==> config.mk <==
export PLATFORM = sky130hd
export DESIGN_NAME = pjb_ctrl
export DESIGN_NICKNAME = d
export VERILOG_FILES = /design/src/rtl/core/pjb_pkg.sv /design/src/rtl/core/pjb_ctrl.sv
export SDC_FILE = /design/constraint.sdc
export NUM_CORES = 1
export LEC_CHECK = 0
export ABC_AREA = 1
export BUFFER_PORTS_ARGS = -buffer_cell sky130_fd_sc_hd__buf_2
export CAP_MARGIN = 20
export CORE_AREA = 2 2 39 41
export DETAILED_ROUTE_END_ITERATION = 7
export DIE_AREA = 0 0 41 43
export PLACE_DENSITY = 0.31
export SLEW_MARGIN = 20
export SYNTH_ARGS = -nofsm -noshare
export SYNTH_HDL_FRONTEND = slang
export SYNTH_SLANG_ARGS = --single-unit
==> constraint.sdc <==
create_clock -name clock -period 0.8 [get_ports clock]
set_clock_uncertainty 0.05 [all_clocks]
set_input_delay 0.16 -clock clock [delete_from_list [all_inputs] [get_ports clock]]
set_output_delay 0.16 -clock clock [all_outputs]
set_load 0.05 [all_outputs]
==> src/rtl/core/pjb_pkg.sv <==
// shared types and constants of the playout jitter buffer
package pjb_pkg;

   // request opcodes
   localparam logic [1:0] OP_PUSH  = 2'd0;
   localparam logic [1:0] OP_PULL  = 2'd1;
   localparam logic [1:0] OP_FLUSH = 2'd2;

   // register word indexes on the csr port
   localparam int unsigned CSR_ADDR_W = 5;
   localparam logic [2:0] REG_PREFILL = 3'd0;
   localparam logic [2:0] REG_LOW     = 3'd1;
   localparam logic [2:0] REG_HIGH    = 3'd2;
   localparam logic [2:0] REG_LIMIT   = 3'd3;
   localparam logic [2:0] REG_OUTAGE  = 3'd4;

   localparam logic [16:0] PREFILL_RST = 17'd8640;
   localparam logic [16:0] LOW_RST     = 17'd4320;
   localparam logic [16:0] HIGH_RST    = 17'd14400;
   localparam logic [16:0] LIMIT_RST   = 17'd48000;
   localparam logic [15:0] OUTAGE_RST  = 16'd3840;

   // fade quotient width
   localparam int unsigned QUO_W  = 16;

   typedef struct packed {
      logic [1:0]         opcode;
      logic signed [15:0] sample_in;
      logic               block_start;
   } req_type;

   typedef struct packed {
      logic signed [15:0] sample_out;
      logic [16:0]        fill_level;
      logic [31:0]        dropped_total;
      logic               playing;
      logic               concealing;
   } rsp_type;

   typedef struct packed {
      logic [16:0] prefill_level;
      logic [16:0] low_water;
      logic [16:0] high_water;
      logic [16:0] fifo_limit;
      logic [15:0] outage_limit;
   } cfg_type;

   typedef struct packed {
      logic load;
      logic exec;
      logic step;
      logic fin;
   } cmd_type;

   typedef struct packed {
      logic fade;
   } status_type;

endpackage

==> src/rtl/core/pjb_ctrl.sv <==
// sequencer: accept, execute, fade scaling, finish
module pjb_ctrl (
   input  logic                  clock,
   input  logic                  reset,
   input  logic                  start,
   input  pjb_pkg::status_type   status,
   output pjb_pkg::cmd_type      cmd,
   output logic                  busy
);
   import pjb_pkg::*;

   localparam logic [1:0] ST_IDLE = 2'd0;
   localparam logic [1:0] ST_EXEC = 2'd1;
   localparam logic [1:0] ST_DIV  = 2'd2;
   localparam logic [1:0] ST_FIN  = 2'd3;

   logic [1:0]        state_ff, state_in;

   always_comb begin
      state_in = state_ff;
      case (state_ff)
         ST_IDLE: begin
            if (start) begin
               state_in = ST_EXEC;
            end
         end
         ST_EXEC: begin
            if (status.fade) begin
               state_in = ST_DIV;
            end else begin
               state_in = ST_IDLE;
            end
         end
         ST_DIV:  state_in = ST_FIN;
         ST_FIN:  state_in = ST_IDLE;
         default: state_in = ST_IDLE;
      endcase
   end

   always_ff @(posedge clock) begin
      if (reset) begin
         state_ff <= ST_IDLE;
      end else begin
         state_ff <= state_in;
      end
   end

   assign cmd.load = (state_ff == ST_IDLE) & start;
   assign cmd.exec = (state_ff == ST_EXEC);
   assign cmd.step = (state_ff == ST_DIV);
   assign cmd.fin  = (state_ff == ST_FIN);
   assign busy     = (state_ff != ST_IDLE);
endmodule

==> results.py, run 1 <==
metrics = {
    "outcome": {
        "status": "finished with violations",
        "violations": "negative setup slack",
    },
    "global_routing": {
        "gr-total-overflow": 0,
        "grt_pass1_vias": 132,
        "grt_max_degree": 5,
        "track_usage": 0.05511,
        "grt_first_pass_wirelength_um": 565,
        "antenna_found_initial": 0,
    },
    "final_layout": {
        "final_util": 0.2360,
        "diodes": 0,
        "syn2layout_area_growth_pct": 218.3,
        "multi_input_area_um2": 77.57,
        "nets": 36,
        "fillCellCount": 151,
        "regArea_um2": 47.55,
        "drive_gt1_frac": 0.9333,
    },
    "power_and_ir_drop": {
        "design_power_total_uw": 541.9,
        "p_leak_nw": 0.1352,
        "p_per_area_mw_per_mm2": 1660,
        "ir_worst_vdd_v": 0.0005371,
    },
    "logic_synthesis": {
        "seq_area_frac_synth": 0.3902,
        "synthCells": 15,
        "synth_nets": 19,
        "avgSynthCellArea_um2": 6.840,
        "ys_warn_count": 0,
        "ys_types": 8,
        "ys_ff_latch": 2,
        "synth_area_um2": 102.6,
    },
    "routing": {
        "wl_per_cell_um": 7.891,
        "drc": 0,
        "drt_iter0_markers": 2,
        "dr_total_vias": 146,
        "wl_um": 363,
        "drt-pass1-iter-count": 2,
        "ant_nets": 0,
        "drt-vias-per-instance": 3.174,
    },
    "placement": {
        "pre_cts_ws_ns": -0.2261,
        "hpwlAfterDp_um": 275.6,
        "io_buffers": 8,
        "gp_congestion": 0.5301,
    },
    "timing": {
        "relSlewSlack": 0.9240,
        "hold-worst-slack_ns": 0.06421,
        "maxSlewViolCount": 0,
        "hold_violations": 0,
        "clock.fmax_ghz": 0.8614,
        "min_period_over_period": 1.451,
        "setup_ws_ns": -0.3609,
        "min_period_ns": 1.161,
        "setup_viol": 7,
        "tns_ns": -1.767,
        "worstMarginPinSlew_ns": 0.1137,
        "grt_setup_unrepaired": "true",
    },
    "clocking": {
        "h-tree-depth": 1,
        "cts_root_buf": "clkbuf_4",
        "clk_latency_ns": 0.22,
        "clk_path_buf_depth": 2,
        "clock_sinks": 2,
        "clk_pin_slew_worst_paths_ns": 0.03,
        "cts_buffers": 3,
        "cts_tree": "done",
    },
    "run": {
        "cap_violations": 0,
    },
    "critical_path": {
        "crit_path_max_fanout": 4,
        "crit_path_start_kind": "flop",
        "crit_arrival_ns": 0.95,
        "crit_path_end_kind": "output port",
        "required_ns": 0.59,
        "crit_type": "flop to output port",
    },
    "die": {
        "rows": 14,
        "start_util": 0.07414,
        "die_h_um": 43,
        "die-area_mm2": 0.001763,
        "ios": 9,
        "coreArea_mm2": 0.001384,
        "fp.dieW_um": 41,
    },
    "min_path": {
        "hold_class": "input pin to flop",
    },
}
[cells in the mapped netlist]
cell type / number / area share
a21oi_2: 2 / 0.17
dfxtp_1: 2 / 0.39
inv_1: 3 / 0.11
inv_2: 1 / 0.037
nand2_1: 3 / 0.11
nand2_2: 1 / 0.061
nand3_1: 1 / 0.049
nor2_1: 2 / 0.073
[power breakdown]
group	switching, mW	total, mW	internal [mW]
combinational	0.114	0.206	0.0927
sequential	0.0130	0.119	0.106
clock	0.0519	0.217	0.165
[cell type report]
cell class,instances,share of cell area
clock buffer,3,0.06897
inverter,4,0.09195
multi-input combinational,9,0.2375
sequential,2,0.1456
tap,16,0.06130
timing repair buffer,12,0.3946
[critical path: stages, from the launching register on]
cell and delay (ns):
dfxtp_4 0.36, buf_12 0.13, nor2_4 0.09, buf_6 0.15
[per-layer routing]
metal / vias up / GRT usage / share of wire
met1: 61 / 0.06390 / 0.45
li1: 76 / - / -
met3: 0 / 0.05236 / 0.15
met5: - / 0 / 0
met2: 9 / 0.05000 / 0.40
met4: 0 / 0.06000 / 0
[cell usage in the layout, fill, tap and decap left out]
cell,netlist,layout
inv_8,0,1
clkbuf_4,0,3
buf_8,0,1
dfxtp_4,0,2
nand3_1,1,1
buf_6,0,7
buf_12,0,1
nor2_4,0,2
buf_2,0,3
clkinvlp_4,0,2
nand2_2,1,1
a21oi_2,2,2
nand2_1,3,1
inv_2,1,1
nand2_4,0,2
[kinds of logic (layout without fill, tap and decap cells)]
| family | count (synthesis) | in the layout | synth area share |
|---|---|---|---|
| and+or+nand+nor | 7 | 7 | 0.2927 |
| AOI/OAI and AO/OA | 2 | 2 | 0.1708 |
| DFF | 2 | 2 | 0.3903 |
| buffers and inverters | 4 | 19 | 0.1463 |
[metrics by stage]
step / instance area (um2) / cells
2_1_floorplan: 140.1 / 15
3_3_place_gp: 235.2 / 42
3_5_place_dp: 235.2 / 42
4_1_cts: 305.3 / 46
5_1_grt: 326.6 / 46
6_report: 326.6 / 46
[worst paths after layout]
| check | endpoint | cells after the start | slack [ns] | from |
|---|---|---|---|---|
| setup / recovery | cmd[3] | 3 | -0.36 | flop |
| hold reg to reg | flop | 2 | 0.51 | state_ff[0]$_SDFFE_PP0P_ |
| setup reg to reg | state_ff[0]$_SDFFE_PP0P_ | 5 | -0.10 | state_ff[0]$_SDFFE_PP0P_ |
| hold / removal | state_ff[0]$_SDFFE_PP0P_ | 2 | 0.06 | reset |
[what timing repair did]
item / in CTS / in global routing
resized for setup: 12 / 8
cloned: 0 / 0
setup endpoints to repair: 7 / 7
buffers inserted: 1 / 2
hold buffers: 0 / 0
pin swaps: 3 / 3
(Power assumes the default switching activity.)
==> run 2, diff against run 1 <==
- SETUP_SLACK_MARGIN: default -> 0.5
==> run 2 against run 1 <==
Compared with the run above: combinational power fell by 6%; critical path depth is 1 higher; sequential cell count unchanged; power grew 4.8%; highest routed layer unchanged; sequential power is essentially flat; clock power grew 18%; cell count unchanged; sequential share of layout area grew 0.58 points; the run still ends with negative setup slack left.
==> results.py, run 2 (synthesis results as in run 1) <==
metrics = {
    "outcome": {
        "status": "finished with violations",
        "violations": "negative setup slack",
    },
    "die": {
        "rows": 14,
        "fp.dieW_um": 41,
        "coreArea_mm2": 0.001384,
        "start_util": 0.07414,
        "die-area_mm2": 0.001763,
        "die_h_um": 43,
        "ios": 9,
    },
    "final_layout": {
        "diodes": 0,
        "layout_commonest_cell": "buf_6",
        "drive_gt1_frac": 0.9000,
        "syn2layout_area_growth_pct": 206.1,
        "regArea_um2": 47.55,
        "fillCellCount": 145,
        "final_util": 0.2269,
        "instances_no_fill": 46,
        "final_cell_mix": "buf_6 (4), clkbuf_4 (3), buf_2 (3), buf_8 (3)",
        "finalInstanceArea_um2": 314.1,
        "multi_input_area_um2": 80.08,
        "nets": 35,
    },
    "power_and_ir_drop": {
        "ir_worst_vdd_v": 0.0004102,
        "design_power_total_uw": 568.0,
        "p_leak_nw": 0.1292,
        "p_per_area_mw_per_mm2": 1809,
    },
    "timing": {
        "tns_ns": -1.788,
        "setup_ws_ns": -0.3538,
        "min_period_ns": 1.154,
        "worstMarginPinSlew_ns": 0.1181,
        "grt_setup_unrepaired": "true",
        "relSlewSlack": 0.9213,
        "hold_violations": 0,
        "maxSlewViolCount": 0,
        "min_period_over_period": 1.442,
        "clock.fmax_ghz": 0.8667,
        "setup_viol": 7,
        "hold-worst-slack_ns": 0.05197,
    },
    "clocking": {
        "h-tree-depth": 1,
        "cts_tree": "done",
        "clk_pin_slew_worst_paths_ns": 0.04,
        "clk_path_buf_depth": 2,
        "cts_root_buf": "clkbuf_4",
        "cts_buffers": 3,
        "clk_latency_ns": 0.23,
        "clock_sinks": 2,
    },
    "routing": {
        "wl_per_cell_um": 8.065,
        "ant_nets": 0,
        "drc": 0,
        "drt-vias-per-instance": 3.239,
        "drt-pass1-iter-count": 1,
        "wl_um": 371,
        "drt_iter0_markers": 0,
        "dr_total_vias": 149,
    },
    "global_routing": {
        "grt_pass1_vias": 157,
        "gr-total-overflow": 0,
        "track_usage": 0.05511,
        "antenna_found_initial": 0,
        "grt_first_pass_wirelength_um": 572,
        "grt_max_degree": 6,
    },
    "placement": {
        "io_buffers": 8,
        "pre_cts_ws_ns": -0.2215,
        "hpwlAfterDp_um": 271,
        "dp.cells": 41,
        "gp_congestion": 0.5063,
        "placed_cell_area_um2": 217.7,
    },
    "critical_path": {
        "crit_type": "flop to output port",
        "crit_path_max_fanout": 4,
        "crit_arrival_ns": 0.94,
        "crit_path_start_kind": "flop",
        "crit_path_end_kind": "output port",
        "required_ns": 0.59,
    },
    "run": {
        "cap_violations": 0,
    },
    "min_path": {
        "hold_class": "input pin to flop",
    },
}
[run 2: final timing paths]
kind / start / depth (start not counted) / slack (ns) / endpoint
worst max-delay path: state_ff[0]$_SDFFE_PP0P_ / 4 / -0.35 / cmd[3]
worst min-delay path: reset / 2 / 0.05 / flop
worst max register to register: state_ff[0]$_SDFFE_PP0P_ / 5 / -0.14 / state_ff[0]$_SDFFE_PP0P_
worst min register to register: state_ff[0]$_SDFFE_PP0P_ / 2 / 0.51 / flop
[run 2: report_power, final]
group | switching (mW) | internal [mW]
clock | 0.0687 | 0.186
sequential | 0.0143 | 0.105
combinational | 0.111 | 0.0830
[run 2: cell type report]
class                   instances  share of cell area
repair buffers                 11              0.3586
multi-input cells               9              0.2550
flip-flops and latches          2              0.1514
inverters                       4             0.08765
clock buffers                   4             0.08367
well taps                      16             0.06375
[run 2: per-layer routing]
| metal | up-vias | share of wire | track usage | wire length, um |
|---|---|---|---|---|
| met1 | 65 | 0.42 | 0.05112 | 156 |
| met4 | 0 | 0 | 0.08000 | 0 |
| met3 | 0 | 0.11 | 0.03141 | 40 |
| li1 | 75 | - | - | - |
| met2 | 9 | 0.47 | 0.06563 | 175 |
| met5 | - | 0 | 0 | 0 |
[run 2: repair_timing]
| action | in CTS | in global routing |
|---|---|---|
| hold buffers | 0 | 0 |
| resized for setup | 17 | 2 |
| buffers inserted | 1 | 0 |
| pin swaps | 4 | 1 |
| setup endpoints to repair | 7 | 7 |
[run 2: worst max-delay path, cell delays in order, from the launching register on]
cell and delay, ns:
dfxtp_4 0.35, inv_6 0.08, nand2_4 0.06, nor2_4 0.07
buf_6 0.15
