$ cat src/rtl/core/pjb_pkg.sv
// shared types and constants of the playout jitter buffer
package pjb_pkg;

   // request opcodes
   localparam logic [1:0] OP_PUSH  = 2'd0;
   localparam logic [1:0] OP_PULL  = 2'd1;
   localparam logic [1:0] OP_FLUSH = 2'd2;

   // register word indexes on the csr port
   localparam int unsigned CSR_ADDR_W = 5;
   localparam logic [2:0] REG_PREFILL = 3'd0;
   localparam logic [2:0] REG_LOW     = 3'd1;
   localparam logic [2:0] REG_HIGH    = 3'd2;
   localparam logic [2:0] REG_LIMIT   = 3'd3;
   localparam logic [2:0] REG_OUTAGE  = 3'd4;

   localparam logic [16:0] PREFILL_RST = 17'd8640;
   localparam logic [16:0] LOW_RST     = 17'd4320;
   localparam logic [16:0] HIGH_RST    = 17'd14400;
   localparam logic [16:0] LIMIT_RST   = 17'd48000;
   localparam logic [15:0] OUTAGE_RST  = 16'd3840;

   // fade quotient width
   localparam int unsigned QUO_W  = 16;

   typedef struct packed {
      logic [1:0]         opcode;
      logic signed [15:0] sample_in;
      logic               block_start;
   } req_type;

   typedef struct packed {
      logic signed [15:0] sample_out;
      logic [16:0]        fill_level;
      logic [31:0]        dropped_total;
      logic               playing;
      logic               concealing;
   } rsp_type;

   typedef struct packed {
      logic [16:0] prefill_level;
      logic [16:0] low_water;
      logic [16:0] high_water;
      logic [16:0] fifo_limit;
      logic [15:0] outage_limit;
   } cfg_type;

   typedef struct packed {
      logic load;
      logic exec;
      logic step;
      logic fin;
   } cmd_type;

   typedef struct packed {
      logic fade;
   } status_type;

endpackage

$ cat src/rtl/core/pjb_csr.sv
// configuration registers behind the apb-style port
module pjb_csr (
   input  logic                                clock,
   input  logic                                reset,
   input  logic                                psel,
   input  logic                                penable,
   input  logic                                pwrite,
   input  logic [pjb_pkg::CSR_ADDR_W-1:0]      paddr,
   input  logic [31:0]                         pwdata,
   output logic [31:0]                         prdata,
   output logic                                pready,
   output pjb_pkg::cfg_type                    cfg
);
   import pjb_pkg::*;

   cfg_type    cfg_ff;
   cfg_type    cfg_in;
   logic       wr;
   logic [2:0] idx;

   assign wr  = psel & penable & pwrite;
   assign idx = paddr[CSR_ADDR_W-1:2];

   always_comb begin
      cfg_in = cfg_ff;
      if (wr) begin
         case (idx)
            REG_PREFILL: cfg_in.prefill_level = pwdata[16:0];
            REG_LOW:     cfg_in.low_water     = pwdata[16:0];
            REG_HIGH:    cfg_in.high_water    = pwdata[16:0];
            REG_LIMIT:   cfg_in.fifo_limit    = pwdata[16:0];
            REG_OUTAGE:  cfg_in.outage_limit  = pwdata[15:0];
            default:     cfg_in = cfg_ff;
         endcase
      end
   end

   always_ff @(posedge clock) begin
      if (reset) begin
         cfg_ff.prefill_level <= PREFILL_RST;
         cfg_ff.low_water     <= LOW_RST;
         cfg_ff.high_water    <= HIGH_RST;
         cfg_ff.fifo_limit    <= LIMIT_RST;
         cfg_ff.outage_limit  <= OUTAGE_RST;
      end else begin
         cfg_ff <= cfg_in;
      end
   end

   always_comb begin
      case (idx)
         REG_PREFILL: prdata = 32'(cfg_ff.prefill_level);
         REG_LOW:     prdata = 32'(cfg_ff.low_water);
         REG_HIGH:    prdata = 32'(cfg_ff.high_water);
         REG_LIMIT:   prdata = 32'(cfg_ff.fifo_limit);
         REG_OUTAGE:  prdata = 32'(cfg_ff.outage_limit);
         default:     prdata = 32'd0;
      endcase
   end

   assign pready = 1'b1;
   assign cfg    = cfg_ff;
endmodule

$ cat config.mk
export PLATFORM = sky130hd
export DESIGN_NAME = pjb_csr
export DESIGN_NICKNAME = d
export VERILOG_FILES = /design/src/rtl/core/pjb_pkg.sv /design/src/rtl/core/pjb_csr.sv
export SDC_FILE = /design/constraint.sdc
export NUM_CORES = 1
export LEC_CHECK = 0
export BUFFER_PORTS_ARGS = -buffer_cell sky130_fd_sc_hd__buf_2
export CORE_ASPECT_RATIO = 1.4
export CORE_UTILIZATION = 49
export CTS_BUF_LIST = sky130_fd_sc_hd__clkbuf_16
export DETAILED_ROUTE_END_ITERATION = 7
export PLACE_DENSITY_LB_ADDON = 0.1
export SKIP_LAST_GASP = 1
export SYNTH_ARGS = -nofsm -noshare
export SYNTH_HDL_FRONTEND = slang
export SYNTH_SLANG_ARGS = --single-unit
$ cat constraint.sdc
create_clock -name clock -period 1.35 [get_ports clock]
set_input_delay 0.0675 -clock clock [delete_from_list [all_inputs] [get_ports clock]]
set_output_delay 0.0675 -clock clock [all_outputs]
set_load 0.01 [all_outputs]
==> summary.md, run 1 <==
| Metric | Value |
|---|---|
| Worst path bufs/invs | `1` |
| Hold Crit Endpoint | `cfg[9]` |
| Worst-margin pin slew | `0.5296 ns` |
| Clk sink count | `84` |
| Core ar. | `8247 um^2` |
| WHS Path Cells | `3` |
| Top_reg_cell synth | `dfxtp_1` |
| Placed cells | `647` |
| Reg-to-reg startpoint | `cfg[66]` |
| Routed WL | `10,790 um` |
| Die Ht | `111.7 um` |
| Post-synth EDFFs | `0` |
| Worst slack, placed | `-0.03443 ns` |
| Critical setup path kind | `flop to primary output` |
| Drt pass-1 iters | `4` |
| Synthesized area | `4214 um^2` |
| Worst Path Required | `1.28 ns` |
| Vias per Instance | `5.185` |
| Worst r2r dst | `cfg[66]` |
| CP Max Fanout | `2` |
| Violated checks | `setup timing` |
| VDD IR-drop max | `942.5 uV` |
| Max H-tree Level | `3` |
| DR vias | `3,469` |
| Layout area overhead | `26.34%` |
| Most common cell after layout, fill and taps aside | `buf_2` |
| # rows | `39` |
| DP HPWL | `7633 um` |
| Top Family by Delay on Critical Path | `multiplexers` |
| Max Buffers Root-to-Sink | `2` |
| PwrDens | `1014 nW/um^2` |
| Post-synth ARST share | `0%` |
| Worst-skew pair later-pin latency | `0.33 ns` |
| Crit path DAT | `1.40 ns` |
| Hold Crit Start | `pwdata[9]` |
| Crit-path slowest cell | `mux4_2` |
| Number of antenna violations at the first check in global routing | `0` |
| First-pass GRT wire length | `16,880 um` |
| Hold crit path type | `input port to flop` |
| Minimum clock period | `1.463 ns` |
| Seq pwr share | `46.5%` |
| R2r setup slk | `0.52 ns` |
| Post-synthesis average cell area | `9.846 um^2` |
| Clock network power share | `43.9%` |
| Vias in the first global route | `3,355` |
| Peak Freq | `683.7 MHz` |
| Diode count | `0` |
| Cell count after synthesis | `428` |
| Worst path max stage delay | `0.47 ns` |
| Lkg Pwr | `0.002797 uW` |
| Met3 Usage GRT | `5.410%` |
| Most frequent cells in the layout | `124 x buf_2, 101 x mux2i_1, 72 x dfxtp_1, 67 x nand2b_1, 35 x nor2_1` |
| CP cell instances | `mux4_2, nor2b_1, buf_2` |
| Final Slew Violations | `0` |
| Max cap viols | `0` |
| Largest register FFs | `84` |
| Final hold vios | `0` |
| GR Util met1 | `30.12%` |
| Full die area | `8980 um^2` |
| Critical Path Sink Type | `primary output` |
| Crit start category | `flop` |
| Post-CTS Hold Buffers | `0` |
| Setup violators final | `1` |
| Sequential share of the synthesized area | `39.90%` |
| Final instance area | `5324 um^2` |
| Final TNS setup | `-0.1127 ns` |
| DRC Markers | `0` |
| Initial DRC count | `168` |
| GRT Total Usage | `24.83%` |
| CTS tree | `built` |
| Fillers | `733` |
| Clock transition at the registers of the reported paths | `0.06 ns` |
| Yosys cell types | `34` |
| Worst reg2reg path depth | `4` |
| Sw power | `1267 uW` |
| Routed Antenna Nets | `0` |
| Pint | `4130 uW` |
| Switching share of power | `23.48%` |
| Post-synthesis register bit count | `84` |
| Status | `complete, but fails checks` |
| Combinational Power Share | `9.6%` |
| Largest net degree at the start of global routing | `79` |
| Setup ws final | `-0.1127 ns` |
| Chip width | `80.38 um` |
| Initial Util | `51.10%` |
| GRT overflow | `0` |
| Layout Cells excl Fill | `669` |
| GR peak layer | `met2` |
| TritonCTS Buffers | `9` |
| Fin nets | `604` |
| Slew headroom | `64.69%` |
| Post-DP Area | `4969 um^2` |
| Final Cycle Share | `108.3%` |
| Unrepaired setup endpoints after global routing | `true` |
| Routability Congestion | `0.7769` |
| Layout cells sized above 1 | `34.04%` |
| Layout Skew | `0 ns` |
| M2 GR Usage | `41.86%` |
| Synth warnings | `0` |
| Drt wl/cell | `16.13 um` |
| Clock root buffer | `clkbuf_16` |
| IO Port Bufs | `125` |
| Io pins | `159` |
-- timing repair --
item	CTS	global route
setup endpoints to repair	15	7
gates resized for setup	10	6
pin swaps	2	6
buffers inserted	5	1
-- cells by family after synthesis --
family          after synthesis  synth area share [%]
compound gates               60                 8.610
buf+inv                      48                 7.036
flops                        84                 39.90
mux                         103                 24.79
other cells                   2                0.1782
simple gates                131                 19.48
-- per-layer routing --
layer / share of wire (%) / up-vias
met3: 4.6 / 15
met1: 43 / 1645
met4: 2.1 / 0
met5: 0 / -
met2: 50 / 96
li1: - / 1713
-- worst max path at each step --
stage / slack [ns] / from / endpoint / depth (start not counted)
after detailed placement: -0.03 / paddr[3] / prdata[12] / 6
final: -0.11 / cfg[32] / prdata[16] / 3
after global placement: -0.03 / paddr[3] / prdata[7] / 6
after floorplan: 0.23 / paddr[3] / prdata[4] / 6
after CTS: -0.12 / cfg[32] / prdata[16] / 3
after global routing: -0.14 / cfg[49] / prdata[16] / 3
-- layout make-up --
class / instances / area [um^2] / area share (%)
Clock buffer: 9 / 225.2 / 4.230
Clock inverter: 7 / 58.81 / 1.105
Multi-Input combinational cell: 310 / 2297 / 43.15
Sequential cell: 84 / 1697 / 31.87
Tap cell: 102 / 127.6 / 2.397
Timing Repair Buffer: 157 / 918.4 / 17.25
-- power by group through the flow --
| stage | Clock [uW] | Sequential [uW] | Combinational [uW] |
|---|---|---|---|
| 2_1_floorplan | 0 | 2570 | 349 |
| 3_3_place_gp | 0 | 2570 | 502 |
| 3_5_place_dp | 0 | 2570 | 509 |
| 4_1_cts | 2400 | 2510 | 518 |
| 5_1_grt | 2520 | 2510 | 558 |
| 6_report | 2370 | 2510 | 517 |
-- synth_stat cells (2+ instances only) --
cell type  count  area [um^2]
mux2i_1      101         1011
dfxtp_1       84         1682
nand2b_1      67        419.2
nor2_1        35        131.4
o21ai_1       26        130.1
buf_4         20        150.1
clkbuf_1      15        56.30
nor2b_1       15        93.84
o22ai_1       14        87.58
a21o_1        13        97.59
buf_2          9        45.04
buf_6          4        45.04
conb_1         2        7.510
o21ai_0        2        10.01
or2_1          2        12.51
-- through the flow --
stage / hold WS (ns) / utilization [%] / power [uW]
4_1_cts: 0.001493 / 64.38 / 5429
5_1_grt: 0.03710 / 64.56 / 5595
2_1_floorplan: 0.2347 / - / 2921
3_3_place_gp: 0.3383 / 60.25 / 3069
3_5_place_dp: 0.3507 / 60.25 / 3076
6_report: 0.008313 / 64.56 / 5397
-- worst reg2reg max path, cell delays in order, from the launching register on --
cell and delay (ns):
dfxtp_2 0.32, buf_4 0.13, nor2b_1 0.12, o21ai_1 0.07, o21ai_1 0.07
No activity file was read; power rests on OpenSTA's default activity.
==> run 2, diff against run 1 <==
--- a/config.mk
+++ b/config.mk
@@ -5,11 +5,11 @@
 export SDC_FILE = /design/constraint.sdc
 export NUM_CORES = 1
 export LEC_CHECK = 0
-export BUFFER_PORTS_ARGS = -buffer_cell sky130_fd_sc_hd__buf_2
 export CORE_ASPECT_RATIO = 1.4
-export CORE_UTILIZATION = 49
+export CORE_UTILIZATION = 63
 export CTS_BUF_LIST = sky130_fd_sc_hd__clkbuf_16
 export DETAILED_ROUTE_END_ITERATION = 7
+export DONT_BUFFER_PORTS = 1
 export PLACE_DENSITY_LB_ADDON = 0.1
 export SKIP_LAST_GASP = 1
 export SYNTH_ARGS = -nofsm -noshare
==> run 2 against run 1 <==
The flow finishes with violations (DRC, setup timing); global-route usage grew 7.3 points; clock power increased by 10%; die area is 22% lower; wire length up 1.3%; sequential share of layout area rose by 1.6 points; total power rose by 2.4%; core utilization up 16 points; largest power group is now clock; highest routed layer unchanged.
==> summary.md, run 2 (synthesized netlist as in run 1, its figures left out) <==
| Metric | Value |
|---|---|
| Clock network power share | `47.1% (+3.2 points)` |
| WHS | `0.001964 ns (-0.006348 ns)` |
| Number of antenna violations at the first check in global routing | `0 (unchanged)` |
| Violated checks | `DRC, setup timing` |
| First-pass GRT wire length | `17,290 um (+2.5%)` |
| Final Slew Violations | `0 (unchanged)` |
| Most frequent cells in the layout | `101 x mux2i_1, 75 x dfxtp_1, 67 x nand2b_1, 50 x dlygate4sd3_1, 35 x nor2_1` |
| Max cap viols | `0 (unchanged)` |
| Minimum clock period | `1.362 ns (-0.1006 ns)` |
| PwrDens | `1088 nW/um^2 (+7.3%)` |
| Worst slack, placed | `0.1757 ns (+0.2101 ns)` |
| Die Ht | `98.77 um (-12%)` |
| Fillers | `428 (-42%)` |
| Io pins | `159 (unchanged)` |
| Lkg Pwr | `0.002377 uW (-15%)` |
| Clk sink count | `84 (unchanged)` |
| Post-CTS Setup Repair Bufs | `0 (-5)` |
| Clock root buffer | `clkbuf_16` |
| GRT Total Usage | `32.15% (+7.3 points)` |
| Vias in the first global route | `3,400 (+1.3%)` |
| CP cell instances | `mux4_2, nor2b_4` |
| Crit-path slowest cell | `mux4_2` |
| Core Util, Final | `80.10% (+16 points)` |
| Worst path max stage delay | `0.47 ns (about the same)` |
| DP HPWL | `6438 um (-16%)` |
| Final hold vios | `0 (unchanged)` |
| Seq pwr share | `45.6% (-0.9 points)` |
| CTS tree | `built` |
| Vias per Instance | `6.022 (+16%)` |
| Initial DRC count | `239 (+42%)` |
| Pint | `4307 uW (+4.3%)` |
| # rows | `34 (-13%)` |
| Chip width | `71.12 um (-12%)` |
| Most common cell after layout, fill and taps aside | `mux2i_1` |
| DR vias | `3,294 (-5.0%)` |
| Status | `complete, but fails checks` |
| Largest net degree at the start of global routing | `69 (-13%)` |
| Initial Util | `66.48% (+15 points)` |
| Unrepaired setup endpoints after global routing | `true` |
| Hold crit path type | `input port to flop` |
| Layout cells sized above 1 | `10.95% (-23 points)` |
| Setup violators final | `1 (unchanged)` |
| Pwr Total | `5526 uW (+2.4%)` |
| Drt pass-1 iters | `8 (+4)` |
| Critical setup path kind | `flop to primary output` |
| Reg-to-reg startpoint | `cfg[6]` |
| Peak Freq | `734.1 MHz (+7.4%)` |
| Clock transition at the registers of the reported paths | `0.06 ns (about the same)` |
| IO Port Bufs | `0 (-100%)` |
| Worst Path Required | `1.28 ns (about the same)` |
| Worst-skew pair later-pin latency | `0.33 ns (about the same)` |
| GRT overflow | `0 (unchanged)` |
| Layout Skew | `0 ns (unchanged)` |
| Routability Congestion | `0.7817 (+0.62%)` |
| Max Buffers Root-to-Sink | `2 (unchanged)` |
| Drt wl/cell | `19.99 um (+24%)` |
| Layout area overhead | `20.49%` |
| Hold Crit Start | `reset` |
| Full die area | `7025 um^2 (-22%)` |
| Crit path DAT | `1.29 ns (-0.11 ns)` |
| Diode count | `0 (unchanged)` |
| Final instance area | `5077 um^2 (-4.6%)` |
| Max H-tree Level | `3 (unchanged)` |
| VDD IR-drop max | `907.3 uV (-3.7%)` |
| Critical Path Sink Type | `primary output` |
| Post-DP Area | `4170 um^2 (-16%)` |
| Routed Antenna Nets | `0 (unchanged)` |
| Worst-margin pin slew | `0.6760 ns (+0.1464 ns)` |
| Switching share of power | `22.06% (-1.4 points)` |
| Final Cycle Share | `100.9% (-7.4 points)` |
| Setup crit start | `cfg[32]` |
| Crit start category | `flop` |
| Core ar. | `6339 um^2 (-23%)` |
| Fin nets | `512 (-15%)` |
| CP Max Fanout | `3 (+1)` |
| Combinational Power Share | `7.3% (-2.3 points)` |
| Slew headroom | `54.93% (-9.8 points)` |
| Setup ws final | `-0.01217 ns (+0.1006 ns)` |
| DRC Markers | `10 (+10)` |
| Largest register FFs | `84 (unchanged)` |
| Routed WL | `10,930 um (+1.3%)` |
| TritonCTS Buffers | `9 (unchanged)` |
| Sw power | `1219 uW (-3.8%)` |
## run 2: layout make-up
cell class	count	area (um^2)	area share, %
Clock buffer	9	225.2	4.436
Clock inverter	7	92.59	1.824
Multi-Input combinational cell	310	2321	45.71
Sequential cell	84	1698	33.44
Tap cell	72	90.09	1.774
Timing Repair Buffer	65	650.6	12.81
## run 2: layer usage
metal | track usage, % | part of all wire, % | vias to the layer above
li1 | - | - | 1525
met1 | 36.08 | 39 | 1604
met2 | 57.17 | 51 | 144
met3 | 8.896 | 7.9 | 21
met4 | 12.46 | 2.3 | 0
met5 | 0 | 0 | -
## run 2: path summary, 6_finish.rpt
| path | end | slack (ns) | depth (start not counted) |
|---|---|---|---|
| worst min-delay path | cfg[65] | 0.002 | 2 |
| worst min register to register | cfg[49] | 0.51 | 2 |
| worst max-delay path | prdata[16] | -0.01 | 2 |
| worst max register to register | cfg[6] | 0.03 | 3 |
## run 2: what timing repair did
action | in CTS | in global routing
hold buffers | 52 | 1
gates cloned | 0 | 0
endpoints found under the setup margin | 2 | 8
endpoints found under the hold margin | 84 | 1
pin swaps | 0 | 2
resized for setup | 8 | 12
## run 2: worst max-delay path: cells and delay by family (launching register included)
family,cells,cell delay (ns)
muxes,1,0.47
and+or+nand+nor,1,0.15
DFF,1,0.34
## run 2: metrics by stage
stage / setup TNS (ns) / instances
after floorplan: 0 / 442
after global placement: 0 / 479
after detailed placement: 0 / 479
after CTS: -0.01013 / 547
after global routing: -0.1147 / 547
final: -0.01217 / 547
## run 2: power by group through the flow
stage	combinational [uW]	sequential, uW	clock [uW]
final	401	2520	2610
after global routing	430	2520	2730
after CTS	389	2520	2620
after detailed placement	290	2580	0
after global placement	286	2580	0
after floorplan	349	2570	0
==> run 3, diff against run 2 <==
--- a/config.mk
+++ b/config.mk
@@ -6,7 +6,7 @@
 export NUM_CORES = 1
 export LEC_CHECK = 0
 export CORE_ASPECT_RATIO = 1.4
-export CORE_UTILIZATION = 63
+export CORE_UTILIZATION = 57
 export CTS_BUF_LIST = sky130_fd_sc_hd__clkbuf_16
 export DETAILED_ROUTE_END_ITERATION = 7
 export DONT_BUFFER_PORTS = 1
==> constraint.sdc (replaced) <==
create_clock -name clock -period 1.21 [get_ports clock]
set_input_delay 0.0605 -clock clock [delete_from_list [all_inputs] [get_ports clock]]
set_output_delay 0.0605 -clock clock [all_outputs]
set_load 0.01 [all_outputs]
==> run 3 against run 2 <==
The run ends with hold timing, setup timing left; flip-flop and latch count is the same; die area grew 10%; total power grew 5.1%; register-to-register slack is essentially flat; design area grew 1.3%; sequential share of layout area grew 2.1 points; final cell count grew 3.1%; wire length grew 1.5%; clock-buffer cell count is the same; setup slack lost 0.096 ns; first-iteration DRC count shrank 28%; non-clock buffer count shrank 6; highest routed layer unchanged.
==> summary.md, run 3 (synthesized netlist as in run 1, its figures left out) <==
| Metric | Value |
|---|---|
| Vias in the first global route | `3,320 (-2.4%)` |
| GRT overflow | `0 (unchanged)` |
| Minimum clock period | `1.318 ns` |
| Vias per Instance | `5.652 (-6.1%)` |
| Clk sink count | `84 (unchanged)` |
| CP cell instances | `mux4_2, nor2b_4` |
| Final hold vios | `73 (+73)` |
| First-pass GRT wire length | `17,220 um (-0.44%)` |
| Lkg Pwr | `0.002340 uW (-1.6%)` |
| Layout Skew | `0 ns (unchanged)` |
| Hold crit path type | `input port to flop` |
| Status | `complete, but fails checks` |
| Setup ws final | `-0.1077 ns (-0.09553 ns)` |
| Worst Path Required | `1.15 ns (-0.13 ns)` |
| CP Max Fanout | `2 (-1)` |
| Violated checks | `hold timing, setup timing` |
| Max cap viols | `0 (unchanged)` |
| Routed WL | `11,100 um (+1.5%)` |
| PwrDens | `1130 nW/um^2 (+3.8%)` |
| Max Buffers Root-to-Sink | `2 (unchanged)` |
| Final Cycle Share | `108.9%` |
| Peak Freq | `758.9 MHz` |
| Die Ht | `103.7 um (+5.0%)` |
| Unrepaired setup endpoints after global routing | `true` |
| Worst-margin pin slew | `0.7574 ns (+0.08139 ns)` |
| Initial DRC count | `173 (-28%)` |
| Routed Antenna Nets | `0 (unchanged)` |
| Crit path DAT | `1.26 ns (-0.03 ns)` |
| Worst path bufs/invs | `0 (unchanged)` |
| Diode count | `0 (unchanged)` |
| Final instance area | `5142 um^2 (+1.3%)` |
| Final TNS setup | `-0.4128 ns (-0.4006 ns)` |
| IO Port Bufs | `0 (unchanged)` |
| Layout cells sized above 1 | `23.88% (+13 points)` |
| VDD IR-drop max | `872.6 uV (-3.8%)` |
| Slew headroom | `49.51% (-5.4 points)` |
| Routability Congestion | `0.7622 (-2.5%)` |
| Chip width | `74.67 um (+5.0%)` |
| Number of antenna violations at the first check in global routing | `0 (unchanged)` |
| TritonCTS Buffers | `9 (unchanged)` |
| Worst path max stage delay | `0.46 ns (about the same)` |
| # rows | `36 (+5.9%)` |
| Critical setup path kind | `flop to primary output` |
| GRT Total Usage | `29.55% (-2.6 points)` |
| DR vias | `3,188 (-3.2%)` |
| Drt pass-1 iters | `6 (-2)` |
| Full die area | `7746 um^2 (+10%)` |
| Top Family by Delay on Critical Path | `multiplexers` |
| Max H-tree Level | `3 (unchanged)` |
| Largest register FFs | `84 (unchanged)` |
| Clock root buffer | `clkbuf_16` |
| CTS tree | `built` |
| Worst slack, placed | `0.07126 ns (-0.1044 ns)` |
| Fillers | `520 (+21%)` |
| Final Slew Violations | `0 (unchanged)` |
| Fin nets | `506 (-1.2%)` |
| Crit-path slowest cell | `mux4_2` |
| Layout area overhead | `22.03%` |
| Drt wl/cell | `19.68 um (-1.5%)` |
| DP HPWL | `6658 um (+3.4%)` |
| Core ar. | `7072 um^2 (+12%)` |
| WHS | `-0.08682 ns (-0.08879 ns)` |
| Worst-skew pair later-pin latency | `0.34 ns (about the same)` |
| Post-DP Area | `4257 um^2 (+2.1%)` |
| Largest net degree at the start of global routing | `112 (+62%)` |
| Setup violators final | `11 (+10)` |
| DRC Markers | `0 (-10)` |
| Critical Path Sink Type | `primary output` |
| Most frequent cells in the layout | `99 x mux2i_1, 67 x nand2b_1, 37 x dlygate4sd3_1, 32 x nor2_1, 30 x dfxtp_4` |
| Initial Util | `59.59% (-6.9 points)` |
| Crit start category | `flop` |
| Io pins | `159 (unchanged)` |
| Most common cell after layout, fill and taps aside | `mux2i_1` |
| Clock transition at the registers of the reported paths | `0.06 ns (about the same)` |
==> run 3: cell types whose count changed in the layout (fill, tap and decap cells not counted), moves of 3 or more <==
cell	change
buf_4	+6
dlygate4sd3_1	-13
nor2_1	-3
dfxtp_4	+28
clkinv_2	+4
dfxtp_2	+21
dfxtp_1	-49
==> run 3: layout make-up <==
cell class              instances  area (um^2)  area share (%)
multi-input cells             310         2341           45.52
flip-flops and latches         84         1829           35.57
repair buffers                 59        570.5           11.09
clock buffers                   9        225.2           4.380
well taps                      95        118.9           2.311
clock inverters                 7        57.56           1.119
==> run 3: timing repair <==
| action | 4_1_cts | 5_1_grt |
|---|---|---|
| endpoints found under the hold margin | 84 | 75 |
| gates resized for setup | 54 | 49 |
| hold buffers | 60 | 5 |
| endpoints found under the setup margin | 17 | 51 |
| buffers inserted | 0 | 1 |
| pin swaps | 2 | 4 |
==> run 3: worst min-delay path, cell delays in order <==
cell and delay, ns:
nor2b_1 0.03, o21ai_0 0.06, o21ai_1 0.06
==> run 3: metrics by stage <==
step / util, % / power [uW] / hold WS, ns / std cells
finish: 72.72 / 5810 / -0.08682 / 564
global route: 72.72 / 5985 / -0.08868 / 564
CTS: 73.90 / 5890 / -0.1062 / 584
detailed placement: 60.19 / 3207 / 0.1822 / 508
global placement: 60.19 / 3202 / 0.1810 / 508
floorplan: - / 3259 / 0.2277 / 442
==> run 3: power breakdown <==
part / internal (uW) / switching (uW) / total (uW)
Clock: 1570 / 1070 / 2640
Sequential: 2730 / 29.3 / 2750
Combinational: 216 / 199 / 415
==> run 3: final timing paths <==
kind | startpoint | endpoint | slack (ns) | cells past startpoint
hold / removal | reset | cfg[51] | -0.09 | 3
setup / recovery | cfg[32] | prdata[16] | -0.11 | 2
hold reg to reg | cfg[19] | cfg[19] | 0.52 | 2
setup reg to reg | cfg[23] | cfg[23] | 0.02 | 3
==> run 3: routing by layer <==
layer | track usage [%] | up-vias | wire [um]
met1 | 34.30 | 1525 | 4384
li1 | - | 1515 | -
met2 | 48.84 | 129 | 5573
met4 | 13.75 | 0 | 293
met5 | 0 | - | 0
met3 | 8.171 | 19 | 850
